==> src/design/rfa_pkg.sv <==
`timescale 1ns / 1ps
// ----------------------------------------------------------------------------
// rfa_pkg
// Shared constants and types for the register file ALU with condition flags.
// ----------------------------------------------------------------------------
package rfa_pkg;

  localparam int REG_COUNT  = 10;
  localparam int COND_INDEX = REG_COUNT - 1;
  localparam int REG_AW     = $clog2(REG_COUNT);
  localparam int DATA_W     = 32;
  localparam int SIGN_BIT   = 31;
  localparam int IDX_W      = 4;
  localparam int IDX_EXT_W  = 6;

  localparam logic [3:0] OP_ADD  = 4'd0;
  localparam logic [3:0] OP_SUB  = 4'd1;
  localparam logic [3:0] OP_MUL  = 4'd2;
  localparam logic [3:0] OP_DIV  = 4'd3;
  localparam logic [3:0] OP_SHL  = 4'd4;
  localparam logic [3:0] OP_SHR  = 4'd5;
  localparam logic [3:0] OP_OR   = 4'd6;
  localparam logic [3:0] OP_XOR  = 4'd7;
  localparam logic [3:0] OP_AND  = 4'd8;
  localparam logic [3:0] OP_NOT  = 4'd9;
  localparam logic [3:0] OP_COPY = 4'd10;

  localparam logic [1:0] CC_ZERO     = 2'd0;
  localparam logic [1:0] CC_NEGATIVE = 2'd1;
  localparam logic [1:0] CC_POSITIVE = 2'd2;

  // Status of the iterative divider as seen by the sequencer.
  typedef struct packed {
    logic busy;
    logic done;
  } div_stat_t;

  // True when a register index names an entry of the file.
  function automatic logic idx_ok(input logic [IDX_W-1:0] idx);
    logic [IDX_EXT_W-1:0] ext;
    ext = {{(IDX_EXT_W-IDX_W){1'b0}}, idx};
    return ext < IDX_EXT_W'(REG_COUNT);
  endfunction

  // Memory address of a register index.
  function automatic logic [REG_AW-1:0] to_addr(input logic [IDX_W-1:0] idx);
    logic [IDX_EXT_W-1:0] ext;
    ext = {{(IDX_EXT_W-IDX_W){1'b0}}, idx};
    return ext[REG_AW-1:0];
  endfunction

endpackage

==> src/design/rfa_ram.sv <==
`timescale 1ns / 1ps
// ----------------------------------------------------------------------------
// rfa_ram
// Generic simple dual-port RAM with one write and one registered read per cycle.
// ----------------------------------------------------------------------------
module rfa_ram #(
  parameter int WIDTH = 32,
  parameter int DEPTH = 16
) (
  input  logic                     clk,
  input  logic                     we,
  input  logic [$clog2(DEPTH)-1:0] waddr,
  input  logic [WIDTH-1:0]         wdata,
  input  logic [$clog2(DEPTH)-1:0] raddr,
  output logic [WIDTH-1:0]         rdata
);

  logic [WIDTH-1:0] mem [DEPTH];

  always_ff @(posedge clk) begin
    if (we) begin
      mem[waddr] <= wdata;
    end
    rdata <= mem[raddr];
  end

endmodule

==> src/design/rfa_div.sv <==
`timescale 1ns / 1ps
// ----------------------------------------------------------------------------
// rfa_div
// Restoring unsigned divider, one quotient bit per cycle.
// ----------------------------------------------------------------------------
module rfa_div
  import rfa_pkg::*;
(
  input  logic              clk,
  input  logic              rst_n,
  input  logic              start,
  input  logic [DATA_W-1:0] dividend,
  input  logic [DATA_W-1:0] divisor,
  output logic [DATA_W-1:0] quotient,
  output div_stat_t         stat
);

  localparam int CNT_W = $clog2(DATA_W);

  logic [DATA_W-1:0] rem_r, quo_r, dvs_r;
  logic [CNT_W-1:0]  cnt_r;
  logic              busy_r, done_r;
  logic [DATA_W:0]   shifted, trial;
  logic              ge;

  // A zero divisor makes every trial succeed, so the quotient is all ones.
  assign shifted = {rem_r, quo_r[DATA_W-1]};
  assign trial   = shifted - {1'b0, dvs_r};
  assign ge      = shifted >= {1'b0, dvs_r};

  always_ff @(posedge clk) begin
    if (!rst_n) begin
      busy_r <= 1'b0;
      done_r <= 1'b0;
      cnt_r  <= '0;
    end else begin
      done_r <= 1'b0;
      if (start) begin
        busy_r <= 1'b1;
        cnt_r  <= '0;
      end else if (busy_r) begin
        cnt_r <= cnt_r + 1'b1;
        if (cnt_r == CNT_W'(DATA_W - 1)) begin
          busy_r <= 1'b0;
          done_r <= 1'b1;
        end
      end
    end
  end

  always_ff @(posedge clk) begin
    if (start) begin
      rem_r <= '0;
      quo_r <= dividend;
      dvs_r <= divisor;
    end else if (busy_r) begin
      rem_r <= ge ? trial[DATA_W-1:0] : shifted[DATA_W-1:0];
      quo_r <= {quo_r[DATA_W-2:0], ge};
    end
  end

  assign quotient  = quo_r;
  assign stat.busy = busy_r;
  assign stat.done = done_r;

endmodule

==> src/design/register_file_alu_with_flags.sv <==
`timescale 1ns / 1ps
// ----------------------------------------------------------------------------
// register_file_alu_with_flags
// Processes one item at a time: a new beat is taken only once the previous
// result has entered the output register, and a divide holds the sequencer
// until the bit-serial divider is done. The file sits in one simple dual-port
// RAM. Synchronous reset idles the sequencer and makes every register of the
// file read as zero.
// ----------------------------------------------------------------------------
module register_file_alu_with_flags
  import rfa_pkg::*;
(
  input  logic              clk,
  input  logic              rst_n,
  input  logic              in_valid,
  output logic              in_ready,
  input  logic              in_kind,
  input  logic [IDX_W-1:0]  in_dest_reg,
  input  logic [IDX_W-1:0]  in_src_reg,
  input  logic [DATA_W-1:0] in_immediate,
  input  logic [3:0]        in_operation,
  output logic              out_valid,
  input  logic              out_ready,
  output logic [DATA_W-1:0] out_result_value,
  output logic [1:0]        out_condition,
  output logic              out_bad_operation
);

  // Sequencer states, one-hot.
  typedef enum logic [7:0] {
    S_IDLE = 8'b0000_0001,
    S_RDA  = 8'b0000_0010,
    S_RDB  = 8'b0000_0100,
    S_EXEC = 8'b0000_1000,
    S_DIV  = 8'b0001_0000,
    S_WB   = 8'b0010_0000,
    S_WC   = 8'b0100_0000,
    S_DONE = 8'b1000_0000
  } state_t;

  state_t state_r, state_nxt;

  // Fields of the beat in flight.
  logic              kind_r;
  logic [IDX_W-1:0]  dst_r, src_r;
  logic [DATA_W-1:0] imm_r;
  logic [3:0]        op_r;

  // Operands and result.
  logic [DATA_W-1:0] a_r, b_r, res_r;
  logic [1:0]        cc_r;

  // Valid bit per entry: an entry never written since reset reads as zero.
  logic [REG_COUNT-1:0] vld_r;
  // Low bits of the condition register, kept beside the RAM for the output.
  logic [1:0]           cond_r;

  // Output register.
  logic              out_valid_r;
  logic [DATA_W-1:0] out_val_r;
  logic [1:0]        out_cond_r;
  logic              out_bad_r;

  // RAM ports.
  logic              ram_we;
  logic [REG_AW-1:0] ram_waddr, ram_raddr;
  logic [DATA_W-1:0] ram_wdata, ram_rdata;

  // Divider.
  logic              div_start;
  logic [DATA_W-1:0] div_quo;
  div_stat_t         div_stat;

  // Decode of the held beat.
  logic              dst_ok, src_ok, dst_is_cond;
  logic              bad, flags;
  logic [DATA_W-1:0] alu_res, prod, dst_val;
  logic [1:0]        cc_nxt;
  logic              load_out;

  assign dst_ok      = idx_ok(dst_r);
  assign src_ok      = idx_ok(src_r);
  assign dst_is_cond = dst_ok && (to_addr(dst_r) == REG_AW'(COND_INDEX));

  always_comb begin
    bad   = 1'b0;
    flags = 1'b1;
    case (op_r) inside
      [OP_ADD:OP_NOT]: ;
      OP_COPY: flags = 1'b0;
      default: begin
        bad   = 1'b1;
        flags = 1'b0;
      end
    endcase
  end

  assign prod = a_r * b_r;

  always_comb begin
    case (op_r)
      OP_ADD:  alu_res = a_r + b_r;
      OP_SUB:  alu_res = a_r - b_r;
      OP_MUL:  alu_res = prod;
      OP_SHL:  alu_res = (b_r >= DATA_W'(DATA_W)) ? '0 : (a_r << b_r[4:0]);
      OP_SHR:  alu_res = (b_r >= DATA_W'(DATA_W)) ? '0 : (a_r >> b_r[4:0]);
      OP_OR:   alu_res = a_r | b_r;
      OP_XOR:  alu_res = a_r ^ b_r;
      OP_AND:  alu_res = a_r & b_r;
      OP_NOT:  alu_res = ~a_r;
      OP_COPY: alu_res = b_r;
      default: alu_res = a_r;
    endcase
  end

  // The value the destination holds once written; a register outside the
  // file reads back as zero.
  assign dst_val = dst_ok ? res_r : '0;

  always_comb begin
    if (dst_val == '0) begin
      cc_nxt = CC_ZERO;
    end else if (dst_val[SIGN_BIT]) begin
      cc_nxt = CC_NEGATIVE;
    end else begin
      cc_nxt = CC_POSITIVE;
    end
  end

  assign in_ready = (state_r == S_IDLE);
  assign load_out = (state_r == S_DONE) && (!out_valid_r || out_ready);

  // The destination is read while the beat is accepted, the source in the next
  // state; the registered read data arrives in the following state.
  assign ram_raddr = (state_r == S_IDLE) ? to_addr(in_dest_reg) : to_addr(src_r);

  always_comb begin
    ram_we    = 1'b0;
    ram_waddr = to_addr(dst_r);
    ram_wdata = res_r;
    if (state_r == S_WB) begin
      ram_we = !bad && dst_ok;
    end else if (state_r == S_WC) begin
      ram_we    = 1'b1;
      ram_waddr = REG_AW'(COND_INDEX);
      ram_wdata = {{(DATA_W-2){1'b0}}, cc_r};
    end
  end

  assign div_start = (state_r == S_EXEC) && (op_r == OP_DIV);

  always_comb begin
    state_nxt = state_r;
    case (state_r)
      S_IDLE: if (in_valid) state_nxt = S_RDA;
      S_RDA:  state_nxt = S_RDB;
      S_RDB:  state_nxt = S_EXEC;
      S_EXEC: state_nxt = (op_r == OP_DIV) ? S_DIV : S_WB;
      S_DIV:  if (div_stat.done) state_nxt = S_WB;
      S_WB:   state_nxt = flags ? S_WC : S_DONE;
      S_WC:   state_nxt = S_DONE;
      S_DONE: if (load_out) state_nxt = S_IDLE;
      default: state_nxt = S_IDLE;
    endcase
  end

  // Control state.
  always_ff @(posedge clk) begin
    if (!rst_n) begin
      state_r     <= S_IDLE;
      vld_r       <= '0;
      cond_r      <= CC_ZERO;
      out_valid_r <= 1'b0;
    end else begin
      state_r <= state_nxt;
      if (ram_we) begin
        vld_r[ram_waddr] <= 1'b1;
        if (ram_waddr == REG_AW'(COND_INDEX)) begin
          cond_r <= ram_wdata[1:0];
        end
      end
      if (load_out) begin
        out_valid_r <= 1'b1;
      end else if (out_ready) begin
        out_valid_r <= 1'b0;
      end
    end
  end

  // Payload registers.
  always_ff @(posedge clk) begin
    if (in_valid && in_ready) begin
      kind_r <= in_kind;
      dst_r  <= in_dest_reg;
      src_r  <= in_src_reg;
      imm_r  <= in_immediate;
      op_r   <= in_operation;
    end
    if (state_r == S_RDA) begin
      a_r <= (dst_ok && vld_r[to_addr(dst_r)]) ? ram_rdata : '0;
    end
    if (state_r == S_RDB) begin
      if (kind_r) begin
        b_r <= (src_ok && vld_r[to_addr(src_r)]) ? ram_rdata : '0;
      end else begin
        b_r <= imm_r;
      end
    end
    if (state_r == S_EXEC) begin
      res_r <= alu_res;
    end
    if ((state_r == S_DIV) && div_stat.done) begin
      res_r <= div_quo;
    end
    if (state_r == S_WB) begin
      cc_r <= cc_nxt;
    end
    if (load_out) begin
      // An unknown operation shows the untouched destination; a flag write
      // to the condition register shows the code itself.
      if (bad) begin
        out_val_r <= a_r;
      end else if (flags && dst_is_cond) begin
        out_val_r <= {{(DATA_W-2){1'b0}}, cc_r};
      end else begin
        out_val_r <= dst_val;
      end
      out_cond_r <= cond_r;
      out_bad_r  <= bad;
    end
  end

  assign out_valid         = out_valid_r;
  assign out_result_value  = out_val_r;
  assign out_condition     = out_cond_r;
  assign out_bad_operation = out_bad_r;

  rfa_ram #(
    .WIDTH (DATA_W),
    .DEPTH (REG_COUNT)
  ) u_ram (
    .clk   (clk),
    .we    (ram_we),
    .waddr (ram_waddr),
    .wdata (ram_wdata),
    .raddr (ram_raddr),
    .rdata (ram_rdata)
  );

  rfa_div u_div (
    .clk      (clk),
    .rst_n    (rst_n),
    .start    (div_start),
    .dividend (a_r),
    .divisor  (b_r),
    .quotient (div_quo),
    .stat     (div_stat)
  );

endmodule

==> config.mk <==
export PLATFORM = sky130hd
export DESIGN_NAME = register_file_alu_with_flags
export DESIGN_NICKNAME = d
export VERILOG_FILES = /design/src/design/rfa_pkg.sv /design/src/design/rfa_ram.sv /design/src/design/rfa_div.sv /design/src/design/register_file_alu_with_flags.sv
export SDC_FILE = /design/constraint.sdc
export NUM_CORES = 2
export LEC_CHECK = 0
export BUFFER_PORTS_ARGS = -buffer_cell sky130_fd_sc_hd__buf_2
export CAP_MARGIN = 5
export CELL_PAD_IN_SITES_DETAIL_PLACEMENT = 1
export CELL_PAD_IN_SITES_GLOBAL_PLACEMENT = 2
export CORE_ASPECT_RATIO = 1.75
export CORE_MARGIN = 10
export CORE_UTILIZATION = 44
export DETAILED_ROUTE_END_ITERATION = 7
export GPL_ROUTABILITY_DRIVEN = 0
export PLACE_DENSITY = 0.85
export SLEW_MARGIN = 25
export SYNTH_ARGS = -nofsm -noshare
export SYNTH_HDL_FRONTEND = slang
export SYNTH_SLANG_ARGS = --single-unit
==> constraint.sdc <==
create_clock -name clk -period 11.45 [get_ports clk]
set_input_delay 2.29 -clock clk [delete_from_list [all_inputs] [get_ports clk]]
set_output_delay 2.29 -clock clk [all_outputs]
set_load 0.02 [all_outputs]
==> impl_summary.md <==
Detailed routing
The detailed-route vias per instance is 6.265. In the routed design, unresolved DRC markers number 0. Once detail routing completed, the nets flagged for antenna violations numbered 0. In this run, the number of DRC markers left after iteration 0 of detailed routing was 3293.

The total via count in the routed design is 38920. In the final routed layout, each cell accounts on average for 32.44 µm. The total wire length is 201500 µm.

The number of search-and-repair iterations in the first detailed-routing pass is 6.

Clock tree
The CTS clock-pin slew for the worst setup and hold paths is 0.08 ns. The number of gates resized after cts is 0. The clock passes through at most 3 buffers. In this run the number of H-tree levels came out at 2. TritonCTS built the clock tree. The cell sitting at the root of the clock tree is a sky130_fd_sc_hd__clkbuf_16. The count of hold-fix buffers inserted at cts is 0.

The clock latency reported for the late side of the worst-skew pair is 0.74 ns. The count of buffers added by post-CTS timing repair for setup is 0. The total clock buffers created by CTS is 61. Counting every sink on the clock net gives 654.

Power
The static power due to leakage is 21.92 nW. The areal power density over the cells is 325.8 nW/µm². Across the VDD grid, the largest voltage drop is 0.0006098 V.

The overall power consumption is 17.56 mW.

STA
Across all hold checks on the routed design, the worst slack comes to 0.4639 ns. The top achievable clock speed is 117.5 MHz. Setup repair after global routing left no endpoint under its margin. Across the routed clock network, the largest skew measured is 0.08567 ns. After layout, the minimum clock period comes to 8.510 ns. The final number of max-transition violations is 0.

After routing, the total negative slack on setup checks comes to 0 ns. At the pin with the least slew margin, the transition time is 1.185 ns. The final number of hold-violating endpoints came to 0.

The part of the cycle the worst path needs is 74.32%. In this run the tightest slew margin relative to its limit is 20.99%. The number of failing setup endpoints in the final timing report is 0.

Global route
The overflow left after global routing is 0. Entering global routing, the biggest net connects 72 pins. Global routing used 31.53% of the available tracks. The number of antenna violations at the first check in global routing is 10. The via count of the first global-routing pass is 42100. The first-pass GRT wire length is 289500 µm.

Logic synthesis
The most used flip-flop cell after synthesis is sky130_fd_sc_hd__edfxtp_1. Of the synthesized area, sequential elements account for 37.79%. The proportion of netlist area held by the largest area contributor is 34.07%.

Counting instances in the post-synthesis netlist gives the leading cell types as 562 x sky130_fd_sc_hd__edfxtp_1, 534 x sky130_fd_sc_hd__nor2_1, 508 x sky130_fd_sc_hd__inv_1. Counting distinct cell types in the post-synthesis netlist gives 85. The biggest area consumer among synthesized cells is sky130_fd_sc_hd__edfxtp_1. In the synthesized netlist, the number of instances is 4688.

The share of flip-flops with an asynchronous set or reset after synthesis is 0%. In this run, synthesis inferred 562 flip-flops with an integrated enable. Dividing the synthesized area by the synthesized cell count gives 10.57 µm². The synthesis warning total is 0. The cell with the most instances after synthesis is sky130_fd_sc_hd__edfxtp_1. The mapped netlist covers 49530 µm².

Synthesis produced a netlist with a net count of 5401. Sorting the synthesized cells by area gives the leading types as sky130_fd_sc_hd__edfxtp_1 34%, sky130_fd_sc_hd__fa_1 17%, sky130_fd_sc_hd__ha_1 6.4%. The synthesized design contains 654 register bits.

Critical path
STA classifies the critical path endpoint as a register. At the worst endpoint, the arrival time is 8.95 ns. Along the worst path, the maximum fanout reaches 17. The critical path launch point type is a register.

The worst setup path is of the reg2reg kind. The slack of the worst reg-to-reg path is 2.94 ns. The worst endpoint required time is 11.89 ns.

Placed design
The post-place instance area is 51740 µm². Detailed placement finished with a half-perimeter wire length of 145500 µm. The number of I/O port buffers is 85.

Finish
The share of layout cells above drive strength 1 is 9.918%. Compared with the post-synthesis result, the final layout area differs by 8.823%. Counting the fill cells in the layout gives 12060.

The final net count is 5390. The final instance area is 53900 µm².

Die
The die is 463.9 µm tall. 86 I/O pins were placed. The number of standard-cell rows in the floorplan is 162. The initial utilization of the core area, before any placement, comes to 44.35%. The core region is 111700 µm².

The die covers 126900 µm². The die width is 273.6 µm.

Job
The max capacitance violation total is 0.

Status
The flow ran to the end, and the final reports show no timing, DRC or antenna violations.

Worst hold path
In this run the worst hold path is classified as reg2reg.
==> kinds of logic after synthesis <==
kind of cell	synth area share (%)
adders and majority gates	22.99
muxes	7.047
DFF	37.79
and+or+nand+nor	11.51
AOI/OAI and AO/OA	11.18
buffers and inverters	6.565
xor gates and xnor gates	2.917
==> cell type report <==
| type | instances | area, µm² | share of cell area (%) |
|---|---|---|---|
| inverter | 526 | 1974 | 3.663 |
| multi-input combinational | 3212 | 27740 | 51.46 |
| antenna | 6 | 15.01 | 0.02785 |
| sequential | 654 | 18720 | 34.73 |
| clock inverter | 40 | 524.3 | 0.9726 |
| timing repair buffer | 222 | 1494 | 2.771 |
| tap | 1476 | 1847 | 3.426 |
| clock buffer | 75 | 1589 | 2.948 |
==> critical path, stage by stage (launching register included) <==
cell	delay, ns
sky130_fd_sc_hd__edfxtp_1	1.04
sky130_fd_sc_hd__clkinv_1	0.17
sky130_fd_sc_hd__buf_4	0.29
sky130_fd_sc_hd__nor2_1	0.18
sky130_fd_sc_hd__fa_1	0.47
sky130_fd_sc_hd__fa_1	0.50
sky130_fd_sc_hd__fa_1	0.53
sky130_fd_sc_hd__inv_1	0.06
sky130_fd_sc_hd__fa_1	0.53
sky130_fd_sc_hd__inv_1	0.04
sky130_fd_sc_hd__ha_1	0.28
sky130_fd_sc_hd__ha_1	0.29
sky130_fd_sc_hd__fa_1	0.51
sky130_fd_sc_hd__fa_1	0.44
sky130_fd_sc_hd__ha_1	0.38
sky130_fd_sc_hd__and4_1	0.22
sky130_fd_sc_hd__o221ai_1	0.23
sky130_fd_sc_hd__a21oi_1	0.50
sky130_fd_sc_hd__a32o_1	0.59
sky130_fd_sc_hd__a21boi_0	0.28
sky130_fd_sc_hd__o211ai_1	0.23
sky130_fd_sc_hd__a21oi_1	0.14
sky130_fd_sc_hd__o221ai_1	0.17
sky130_fd_sc_hd__o311ai_0	0.16
==> metrics by stage <==
stage / util, % / worst slack [ns] / instances
after floorplan: - / 3.212 / 4688
after global placement: 46.29 / 3.041 / 6088
after detailed placement: 46.33 / 2.977 / 6089
after CTS: 48.22 / 3.025 / 6204
after global routing: 48.25 / 2.650 / 6206
final: 48.26 / 2.940 / 6211
==> layer usage <==
layer  part of all wire (%)  global-route usage (%)  vias to the layer above
met1                     33                   32.59                    19840
met2                     50                   54.08                     2053
met5                  0.030                       0                        -
li1                       -                       -                    16110
met3                    7.1                   6.083                      904
met4                     10                   27.02                        8
==> placed cells by master (no fill, tap or decap), types with 91 or more instances in the layout <==
master,synthesis,layout
sky130_fd_sc_hd__inv_1,508,504
sky130_fd_sc_hd__mux2i_1,104,103
sky130_fd_sc_hd__buf_4,3,135
sky130_fd_sc_hd__xnor2_1,126,126
sky130_fd_sc_hd__a21oi_1,182,181
sky130_fd_sc_hd__nand2_1,434,434
sky130_fd_sc_hd__dfxtp_1,92,91
sky130_fd_sc_hd__edfxtp_1,562,562
sky130_fd_sc_hd__o21ai_0,246,243
sky130_fd_sc_hd__ha_1,254,254
sky130_fd_sc_hd__fa_1,410,410
sky130_fd_sc_hd__nor2_1,534,529
==> worst paths after layout <==
check	endpoint	depth (start not counted)	start
worst max-delay path	res_r[28]	23	a_r[8]
worst min register to register	out_condition[0]	0	cond_r[0]
worst min-delay path	out_condition[0]	0	cond_r[0]
worst max register to register	res_r[28]	23	a_r[8]
==> registers in the layout (all words and copies together), names as in the netlist, 8 cells and up <==
register and count:
a_r 32, b_r 32, imm_r 32, out_result_value 32
res_r 32, state_r 8, u_div.dvs_r 32, u_div.quotient 32
u_div.rem_r 32, u_ram.mem 320, u_ram.rdata 32, vld_r 10
==> report_power, final <==
group / leakage (nW) / switching, mW / internal (mW) / total [mW]
registers: 5.82 / 0.0822 / 2.69 / 2.78
logic: 15.1 / 7.71 / 4.87 / 12.6
clock network: 0.998 / 1.01 / 1.19 / 2.20
total: 21.9 / 8.80 / 8.76 / 17.6
Note: power is estimated with default switching activity, not from simulation.
